$ cat src/design/segment_tree_count_sum_macros.svh
// ============================================================================
// segment_tree_count_sum_macros.svh
// Assertion macros for the segment tree count/sum top-level design file.
// ============================================================================
`ifndef SEGMENT_TREE_COUNT_SUM_MACROS_SVH
`define SEGMENT_TREE_COUNT_SUM_MACROS_SVH

// Same-cycle implication, checked out of reset.
`define STCS_ASSERT_NOW(lbl, clk, rst_n, ante, cons, msg) \
    lbl: assert property (@(posedge clk) disable iff (!rst_n) (ante) |-> (cons)) \
        else $error(msg);

// Next-cycle implication, checked out of reset.
`define STCS_ASSERT_NEXT(lbl, clk, rst_n, ante, cons, msg) \
    lbl: assert property (@(posedge clk) disable iff (!rst_n) (ante) |=> (cons)) \
        else $error(msg);

`endif

$ cat src/design/stcs_pkg.sv
// ============================================================================
// stcs_pkg
// Field widths, operation codes and the controller/datapath interface types
// of the segment tree count/sum block.
// ============================================================================
package stcs_pkg;

    // Fixed widths of the stream fields.
    localparam int FUNC_W     = 2;
    localparam int INDEX_W    = 17;
    localparam int END_W      = 18;
    localparam int COUNT_W    = 20;
    localparam int TOTAL_W    = 48;
    localparam int IN_DATA_W  = 40;
    localparam int OUT_DATA_W = 72;
    localparam int IN_PAD_W   = IN_DATA_W - INDEX_W - END_W;
    localparam int OUT_PAD_W  = OUT_DATA_W - COUNT_W - TOTAL_W;

    // Operation codes carried in the input tuser.
    typedef enum logic [FUNC_W-1:0] {
        FN_RANGE  = 2'd0,
        FN_INSERT = 2'd1,
        FN_SUFFIX = 2'd2,
        FN_CLEAR  = 2'd3
    } t_func;

    // Commands from the controller to the datapath.
    typedef struct packed {
        logic load;       // latch a new word and set up the walk
        logic rd_lo;      // read node lo, then step lo up
        logic rd_hi;      // step hi down, then read node hi
        logic rd_k;       // read node k of the insert path
        logic acc_add;    // add read data into the range accumulator
        logic lvl_shift;  // move lo and hi one level up
        logic wr_k;       // write back node k plus one, move k up
        logic tot_add;    // add the range count into the running total
        logic clr_wr;     // zero one node of the clearing sweep
        logic out_load;   // capture the result word
    } t_cmd;

    // Status from the datapath to the controller.
    typedef struct packed {
        logic lo_lt_hi;
        logic lo_odd;
        logic hi_odd;
        logic k_zero;
        logic clr_last;
        logic out_free;
    } t_sts;

endpackage

$ cat src/design/stcs_ctrl.sv
// ============================================================================
// stcs_ctrl
// Sequencer for the segment tree: walks the range count one node read at a
// time, walks the insert path with read/write pairs, and drives the sweep
// that clears the node memory.
// ============================================================================
module stcs_ctrl (
    input  logic             i_clk,
    input  logic             i_rst_n,
    input  logic             i_in_valid,
    input  stcs_pkg::t_func  i_in_func,
    output logic             o_in_ready,
    output stcs_pkg::t_cmd   o_cmd,
    input  stcs_pkg::t_sts   i_sts
);
    import stcs_pkg::*;

    typedef enum logic [3:0] {
        S_RST_CLR,
        S_IDLE,
        S_LVL,
        S_LO_ACC,
        S_HI_CHK,
        S_HI_ACC,
        S_TOT,
        S_INS_RD,
        S_INS_WR,
        S_OP_CLR,
        S_DONE
    } t_state;

    t_state r_state, n_state;
    t_func  r_func,  n_func;

    // Next state and command decode.
    always_comb begin
        n_state = r_state;
        n_func  = r_func;
        o_cmd   = '0;
        case (r_state)
            S_RST_CLR: begin
                o_cmd.clr_wr = 1'b1;
                if (i_sts.clr_last) begin
                    n_state = S_IDLE;
                end
            end
            S_IDLE: begin
                if (i_in_valid) begin
                    o_cmd.load = 1'b1;
                    n_func     = i_in_func;
                    case (i_in_func)
                        FN_RANGE:  n_state = S_LVL;
                        FN_SUFFIX: n_state = S_LVL;
                        FN_INSERT: n_state = S_INS_RD;
                        FN_CLEAR:  n_state = S_OP_CLR;
                        default:   n_state = S_DONE;
                    endcase
                end
            end
            S_LVL: begin
                if (!i_sts.lo_lt_hi) begin
                    n_state = (r_func == FN_SUFFIX) ? S_TOT : S_DONE;
                end else if (i_sts.lo_odd) begin
                    o_cmd.rd_lo = 1'b1;
                    n_state     = S_LO_ACC;
                end else if (i_sts.hi_odd) begin
                    o_cmd.rd_hi = 1'b1;
                    n_state     = S_HI_ACC;
                end else begin
                    o_cmd.lvl_shift = 1'b1;
                end
            end
            S_LO_ACC: begin
                o_cmd.acc_add = 1'b1;
                n_state       = S_HI_CHK;
            end
            S_HI_CHK: begin
                if (i_sts.hi_odd) begin
                    o_cmd.rd_hi = 1'b1;
                    n_state     = S_HI_ACC;
                end else begin
                    o_cmd.lvl_shift = 1'b1;
                    n_state         = S_LVL;
                end
            end
            S_HI_ACC: begin
                o_cmd.acc_add   = 1'b1;
                o_cmd.lvl_shift = 1'b1;
                n_state         = S_LVL;
            end
            S_TOT: begin
                o_cmd.tot_add = 1'b1;
                n_state       = S_INS_RD;
            end
            S_INS_RD: begin
                if (i_sts.k_zero) begin
                    n_state = S_DONE;
                end else begin
                    o_cmd.rd_k = 1'b1;
                    n_state    = S_INS_WR;
                end
            end
            S_INS_WR: begin
                o_cmd.wr_k = 1'b1;
                n_state    = S_INS_RD;
            end
            S_OP_CLR: begin
                o_cmd.clr_wr = 1'b1;
                if (i_sts.clr_last) begin
                    n_state = S_DONE;
                end
            end
            S_DONE: begin
                if (i_sts.out_free) begin
                    o_cmd.out_load = 1'b1;
                    n_state        = S_IDLE;
                end
            end
            default: begin
                n_state = S_IDLE;
            end
        endcase
    end

    // State register; reset starts the clearing sweep.
    always_ff @(posedge i_clk) begin
        if (!i_rst_n) begin
            r_state <= S_RST_CLR;
            r_func  <= FN_RANGE;
        end else begin
            r_state <= n_state;
            r_func  <= n_func;
        end
    end

    assign o_in_ready = (r_state == S_IDLE);

endmodule

$ cat config.mk
export PLATFORM = sky130hd
export DESIGN_NAME = stcs_ctrl
export DESIGN_NICKNAME = d
export VERILOG_FILES = /design/src/design/segment_tree_count_sum_macros.svh /design/src/design/stcs_pkg.sv /design/src/design/stcs_ctrl.sv
export SDC_FILE = /design/constraint.sdc
export NUM_CORES = 1
export LEC_CHECK = 0
export BUFFER_PORTS_ARGS = -buffer_cell sky130_fd_sc_hd__buf_2
export CAP_MARGIN = 30
export CORE_AREA = 2 2 39 41
export DETAILED_ROUTE_END_ITERATION = 7
export DIE_AREA = 0 0 41 43
export PLACE_DENSITY = 0.74
export SLEW_MARGIN = 10
export SYNTH_ARGS = -nofsm -noshare
export SYNTH_HDL_FRONTEND = slang
export SYNTH_SLANG_ARGS = --single-unit
export TNS_END_PERCENT = 50
$ cat constraint.sdc
create_clock -name i_clk -period 4.34 [get_ports i_clk]
set_clock_uncertainty 0.05 [all_clocks]
set_input_delay 0.868 -clock i_clk [delete_from_list [all_inputs] [get_ports i_clk]]
set_output_delay 0.868 -clock i_clk [all_outputs]
set_load 0.05 [all_outputs]
==> impl.org, run 1 <==
** Detailed routing
- Detailed-route wire length per cell :: 12.4 µm
- In the routed layout, each cell is associated on average with a via count of roughly 5.9.
- For this block, the routed nets add up to 1570 µm of wire.
- Detailed Route Iter0 Violations :: 16
- The detail route stage leaves a number of antenna-violating nets equal to 0.
- For this run, design rule violations remaining after detail routing come to 0.
- Via count of the routed design :: 747
- The first detailed-routing pass ran for 4 iterations.

** Floorplan
- Number of placed I/O pins :: 22
- The total area inside the core boundary comes to approximately 1400 µm².
- The die covers 1760 µm².
- Floorplan die width :: 41 µm
- Vert. Die Dim :: between 40 and 50 µm
- Starting density of the core :: 0.472
- Placement Rows :: 14

** Power and ir drop
- Summed over all nets, the switching power comes to 0.0852 mW.
- Internal Power :: 0.122 mW
- Of the total power, registers draw 0.355.
- Leakage power figure :: 0.347 nW
- Final total power :: between 0.2 and 0.25 mW
- Combinational power share :: 0.411
- Power spread over the standard cell area amounts to 275 nW/µm².
- Worst vdd rail ir drop :: 0.159 mV
- Of the total power, the share spent switching nets is 0.412.
- The share of total power dissipated in the clock network is 0.234.

** Logic synthesis
- The most common cell in the synthesized netlist is sky130_fd_sc_hd__nor2_1.
- Post-synth EDFFs :: 0
- Synthesized cell area :: 653 µm²
- Ys async rst share :: 0
- After synthesis, the mean cell area works out to approximately 6.9 µm².
- Top cell type by total area after synthesis :: sky130_fd_sc_hd__dfxtp_1
- The netlist uses 37 different library cells.
- Most frequently used flop master after synthesis :: sky130_fd_sc_hd__dfxtp_1
- Number of standard cells after synthesis :: 95
- For this run, the number of Yosys warnings is 0.
- Of the synthesized area, sequential elements account for 0.184.
- Top cell types by occurrence after synthesis :: sky130_fd_sc_hd__nor2_1 (12), sky130_fd_sc_hd__a21oi_1 (8), sky130_fd_sc_hd__nand2b_1 (7)
- Synthesis inferred 6 register bits.
- Mapped Nets :: 106
- Leading post-synthesis cells by cell area :: sky130_fd_sc_hd__dfxtp_1 (18%), sky130_fd_sc_hd__nor2_1 (6.9%), sky130_fd_sc_hd__nand2b_1 (6.7%)
- Of the post-synthesis cell area, the dominant cell type holds 0.184.

** Critical path
- Of all nets on the critical path, the largest fanout is 22.
- The setup path with the least slack is of type reg2out.
- Startpoint Class :: flip-flop
- Endpoint type of the worst setup path :: primary output
- For the worst setup path, the data arrival time is ~1800 ps.
- Data on the critical path is required at its endpoint by 3420 ps.

** CTS
- Number of cells upsized or downsized after cts :: 0
- Clock slew at reported path FFs :: ~40 ps
- Number of buffers between clock root and the deepest sink :: 2
- Number of setup buffers added after CTS :: 0
- Number of buffers inserted during clock tree synthesis :: 3
- In this run the clock root is driven by a sky130_fd_sc_hd__clkbuf_4.
- Clock insertion delay at the later pin of the skew report :: 240 ps
- Number of sinks driven by the clock tree :: 6
- Clock tree from TritonCTS :: built
- H-tree levels :: 1
- Hold buffer count at CTS :: 0

** Run
- Across the run, the number of max-cap violations was 0.

** Global routing
- Number of antenna violations at the first check in global routing :: 0
- The via count of the first global-routing pass is 604.
- Global routing finished with a remaining overflow of 0.
- In the global route stage, overall resource usage came out at 0.205.
- Global-route wire length before repair :: 2550 µm
- Pin count of the biggest net entering global routing :: 23

** Run status
- The run finished with clean final reports.

** Timing
- Setup repair after global routing missed its margin :: false
- The count of final max-slew check failures is 0.
- Max_slew headroom :: 0.546
- The number of hold violations in the final report is 0.
- Timing would allow up to 368 MHz.
- Dividing the final minimum period by the clock period gives 0.627.
- Shortest period the worst path allows :: 2720 ps
- Slew of the pin with the lowest slew margin :: approximately 700 ps
- Setup TNS :: 0 ps
- Setup violations remaining at the end of the flow were counted as 0.
- Final critical-path setup slack :: 1620 ps

** Final layout
- Area growth from synthesis to layout :: 14.9%
- Final design utilization :: 0.542
- Net count, final :: between 100 and 150
- Share of cells above drive strength 1 :: 0.225
- Number of antenna diodes :: 0

** Placement
- Routability congestion estimate :: 0.843
- HPWL after detailed placement :: 1200 µm
- Number of port buffers :: 21
- Timing analysis after detailed placement gives a worst setup slack of roughly 1600 ps.

** Worst hold path
- Worst hold path type :: reg2reg
area by class of cell:
| cell class | count | area [µm²] |
|---|---|---|
| multi-input combinational | 77 | 468 |
| fill | 141 | 633 |
| tap | 16 | 20.0 |
| sequential | 6 | 120 |
| inverter | 4 | 15.0 |
| timing repair buffer | 21 | 105 |
| clock buffer | 3 | 22.5 |
flip-flops by register name, summed over array words and instances (netlist names):
name and flops:
r_func 2, r_state 4
power groups by stage:
stage | Clock, mW | Sequential (mW) | Combinational (mW)
3_3_place_gp | 0 | 0.0738 | 0.0835
5_1_grt | 0.0553 | 0.0747 | 0.0926
2_1_floorplan | 0 | 0.0628 | 0.0779
3_5_place_dp | 0 | 0.0737 | 0.0847
4_1_cts | 0.0510 | 0.0729 | 0.0849
6_report | 0.0484 | 0.0734 | 0.0849
cells by family after synthesis:
family	share of synthesized area
AOI/OAI and AO/OA	0.303
and+or+nand+nor	0.383
muxes	0.0307
DFF	0.184
buffers and inverters	0.0996
placed cells by master, fill, tap and decap left out, types with 2 or more instances in the layout:
cell type / synthesis / final
sky130_fd_sc_hd__buf_2: 4 / 21
sky130_fd_sc_hd__nor3b_1: 2 / 2
sky130_fd_sc_hd__a31oi_1: 3 / 3
sky130_fd_sc_hd__inv_1: 4 / 4
sky130_fd_sc_hd__clkbuf_4: 0 / 3
sky130_fd_sc_hd__nand2_1: 6 / 6
sky130_fd_sc_hd__nor2b_1: 4 / 4
sky130_fd_sc_hd__o22ai_1: 3 / 3
sky130_fd_sc_hd__dfxtp_1: 6 / 6
sky130_fd_sc_hd__nor3_1: 6 / 6
sky130_fd_sc_hd__o21ai_0: 2 / 2
sky130_fd_sc_hd__and4b_1: 3 / 3
sky130_fd_sc_hd__a21oi_1: 8 / 8
sky130_fd_sc_hd__nor2_1: 12 / 12
sky130_fd_sc_hd__nand2b_1: 7 / 7
sky130_fd_sc_hd__mux2i_1: 2 / 2
worst max-delay path, stage by stage, from the launching register on:
cell	delay, ps
sky130_fd_sc_hd__dfxtp_1	750
sky130_fd_sc_hd__nor2b_1	290
sky130_fd_sc_hd__nand3_1	190
sky130_fd_sc_hd__inv_1	80
sky130_fd_sc_hd__buf_2	250
worst paths after layout:
check | start | slack, ps | cells past startpoint | endpoint
worst max-delay path | r_state[0] | 1620 | 4 | o_cmd[9]
worst min register to register | r_func[1] | 450 | 2 | r_func[1]
worst max register to register | r_state[2] | 2500 | 4 | r_state[3]
worst min-delay path | r_func[1] | 450 | 2 | r_func[1]
stage by stage:
step | std cells | hold slack, ps | area, µm²
2_1_floorplan | 95 | 404 | 653
3_3_place_gp | 124 | 422 | 728
3_5_place_dp | 124 | 449 | 728
4_1_cts | 127 | 457 | 751
5_1_grt | 127 | 485 | 751
6_report | 127 | 447 | 751
per-layer routing:
layer,share of wire,GRT usage
met4,0.0083,0.0933
met3,0.048,0.0314
met5,0,0
met1,0.46,0.277
met2,0.49,0.306
Note: power is estimated with default switching activity, not from simulation.
==> inputs of run 2 (changes only) <==
Settings changed: CORE_AREA 2 2 39 41 to unset, CORE_MARGIN set to 2, CORE_UTILIZATION set to 43, DIE_AREA 0 0 41 43 to unset, PLACE_DENSITY 0.74 to 0.69.
Clock period 4.34 ns to 2.3 ns, I/O delays scaled along.
==> run 2 against run 1 <==
  * First-iteration DRC count up 31%
  * Via count up 3.7%
  * Die area up 4.8%
  * Global-route usage up 0.41 points
  * Power up 98%
  * Largest power group unchanged
==> impl.org, run 2 (synthesis gave the netlist of run 1 again) <==
** Critical path
- STA puts the critical path data required time at ~1800 ps.
- Setup slack on the worst reg-to-reg path comes out at 500 ps.
- Crit path to :: o_cmd[0]
- Data on the critical path arrives at its endpoint at 1670 ps.
- STA classifies the critical path endpoint as a primary output.
- The worst setup path is of the reg2out kind.
- Number of cells traversed by the worst register-to-register path :: 3
- For this design, the slowest cell found on the critical path is sky130_fd_sc_hd__dfxtp_1.
- In this run the number of cells on the critical path is 4.
- STA classifies the critical path startpoint as a flip-flop.
- The endpoint identified for the worst register-to-register timing path is r_state[0].
- Delay of the slowest cell on the worst path :: 440 ps
- Launching instance or port of the critical path :: r_state[0]
- CP bufs+invs :: 2
- Along the worst path, the maximum fanout reaches 14.
- Walking the worst path, the cells encountered are buf_4, nor2b_1, and4b_1, buf_2.
- In this run the critical register-to-register path is launched from r_state[2].
- Largest delay contributor family on the critical path :: simple AND/OR/NAND/NOR gates

** Worst hold path
- Worst hold path type :: reg2reg
- Counting instances, the worst hold path has a depth of 2.

** Final layout
- The register with the most flip-flops in the layout has 4 of them.
- Area growth from synthesis to layout :: 20.5%
- Post-Layout Inst Area :: 787 µm²
- Net count, final :: 128
- Number of antenna diodes :: 0
- Leaving out fill and tap cells, the most frequent cell in the layout is sky130_fd_sc_hd__buf_2.
- Counting flops per register, the top entry is r_state.
- Leaving out fill and tap cells, the most frequent cells in the layout are sky130_fd_sc_hd__buf_2 (21), sky130_fd_sc_hd__nor2_1 (12), sky130_fd_sc_hd__a21oi_1 (8).
- Share of cells above drive strength 1 :: 0.261
- Registers with the most flip-flops :: r_state x4, r_func x2
- Final design utilization :: 0.535
- After the flow finishes, the layout carries non-filler instances totaling 131.

** Detailed routing
- The routed layout has ~780 vias.
- Average vias per placed instance :: ~5.9
- For this block, the routed nets add up to 1780 µm of wire.
- In the final routed layout, each cell accounts on average for 13.6 µm.
- Once detail routing completed, the nets flagged for antenna violations numbered 0.
- Before antenna repair, the detailed router went through 4 iterations.
- Detailed Route Iter0 Violations :: 21
- In the routed design, unresolved DRC markers number 0.

** Power and ir drop
- Summed over all cells, the static leakage comes to 0.369 nW.
- The worst-case IR drop observed on VDD is 0.296 mV.
- After layout, the design draws a total of between 0.4 and 0.5 mW.
- For this design the ratio of total power to cell area is 519 nW/µm².

** CTS
- H-tree levels :: 1
- Clock tree from TritonCTS :: built
- Root buffer selected by CTS :: sky130_fd_sc_hd__clkbuf_4
- Clock insertion delay at the later pin of the skew report :: around 240 ps
- Post-CTS repair changed the size of 0 cells.
- Number of sinks driven by the clock tree :: 6
- Number of buffers inserted during clock tree synthesis :: 3
- No sink is reached through more buffers than the 2 on the longest clock path.
- After clock tree synthesis, the clock-pin slew on the worst setup and hold paths is 50 ps.
- Number of setup buffers added after CTS :: 0
- Hold buffer count at CTS :: 0

** Timing
- Setup repair after global routing left no endpoint under its margin.
- Hold Slack :: 451 ps
- The smallest clock period supported by the final layout is computed as approximately 2200 ps.
- Final Max Tran Viols :: 0
- Based on the critical path, the design can be clocked at up to 459 MHz.
- Setup violations remaining at the end of the flow were counted as 0.
- The number of hold violations in the final report is 0.
- In this run the tightest slew margin relative to its limit is 0.680.
- For the pin with the worst max-slew slack, the measured transition is 480 ps.
- In the finished design, the share of the clock period the worst path needs comes to 0.948.

** Floorplan
- Floorplan die width :: roughly 43 µm
- The die covers 1850 µm².
- The core region is 1470 µm².
- 22 I/O pins were placed.
- Starting density of the core :: 0.444
- The die is 43.0 µm tall.
- Placement Rows :: 14

** Global routing
- Pin count of the biggest net entering global routing :: 19
- For this run, the total global-route usage over all layers was measured as 0.209.
- The via count of the first global-routing pass is 662.
- Number of antenna violations at the first check in global routing :: 0
- Global-route wire length before repair :: between 2000 and 3000 µm
- Global routing finished with a remaining overflow of 0.

** Run
- Maxcap violations :: 0

** Placement
- After detailed placement, the total cell area comes to 764 µm².
- The congestion estimate from routability-driven global placement came to 0.891.
- HPWL after detailed placement :: 1350 µm
- The count of buffers added on input and output ports is 21.
- Post-placement cell count :: 128

** Run status
- Outcome :: completed
[run 2: worst register-to-register path, cell delays in order, from the launching register on]
cell and delay (ps):
sky130_fd_sc_hd__dfxtp_1 610, sky130_fd_sc_hd__or2_0 440, sky130_fd_sc_hd__o22ai_1 180, sky130_fd_sc_hd__a2111oi_1 400
[run 2: metrics by stage]
| step | setup slack (ps) | TNS, ps |
|---|---|---|
| after global placement | 393 | 0 |
| after CTS | 110 | 0 |
| final | 120 | 0 |
| after floorplan | -249 | -298 |
| after detailed placement | 374 | 0 |
| after global routing | 7.23 | 0 |
[run 2: per-layer routing]
| layer | vias to the layer above | global-route usage | routed length (µm) | part of all wire |
|---|---|---|---|---|
| met5 | - | 0 | 0 | 0 |
| met4 | 0 | 0.121 | 29 | 0.016 |
| met3 | 5 | 0.0298 | 99 | 0.056 |
| met2 | 31 | 0.309 | 871 | 0.49 |
| met1 | 350 | 0.285 | 779 | 0.44 |
| li1 | 389 | - | - | - |
[run 2: cell type report]
type | instances | area, µm²
clock buffer | 3 | 22.5
fill | 150 | 684
inverter | 4 | 15.0
multi-input combinational | 77 | 474
sequential | 6 | 120
tap | 16 | 20.0
timing repair buffer | 25 | 135
[run 2: power by group]
part / leakage, nW / total (mW) / switching, mW / internal (mW)
clock network: 0.0138 / 0.0952 / 0.0362 / 0.0589
logic: 0.306 / 0.182 / 0.115 / 0.0674
registers: 0.0489 / 0.132 / 0.0196 / 0.112
[run 2: worst min path at each step]
stage / startpoint / endpoint / slack [ps]
after CTS: i_rst_n / r_state[0] / 450
after floorplan: r_func[0] / r_func[0] / 400
final: r_func[1] / r_func[1] / 450
after global placement: r_func[0] / r_func[0] / 420
after detailed placement: r_func[1] / r_func[1] / 450
after global routing: i_rst_n / r_state[0] / 470
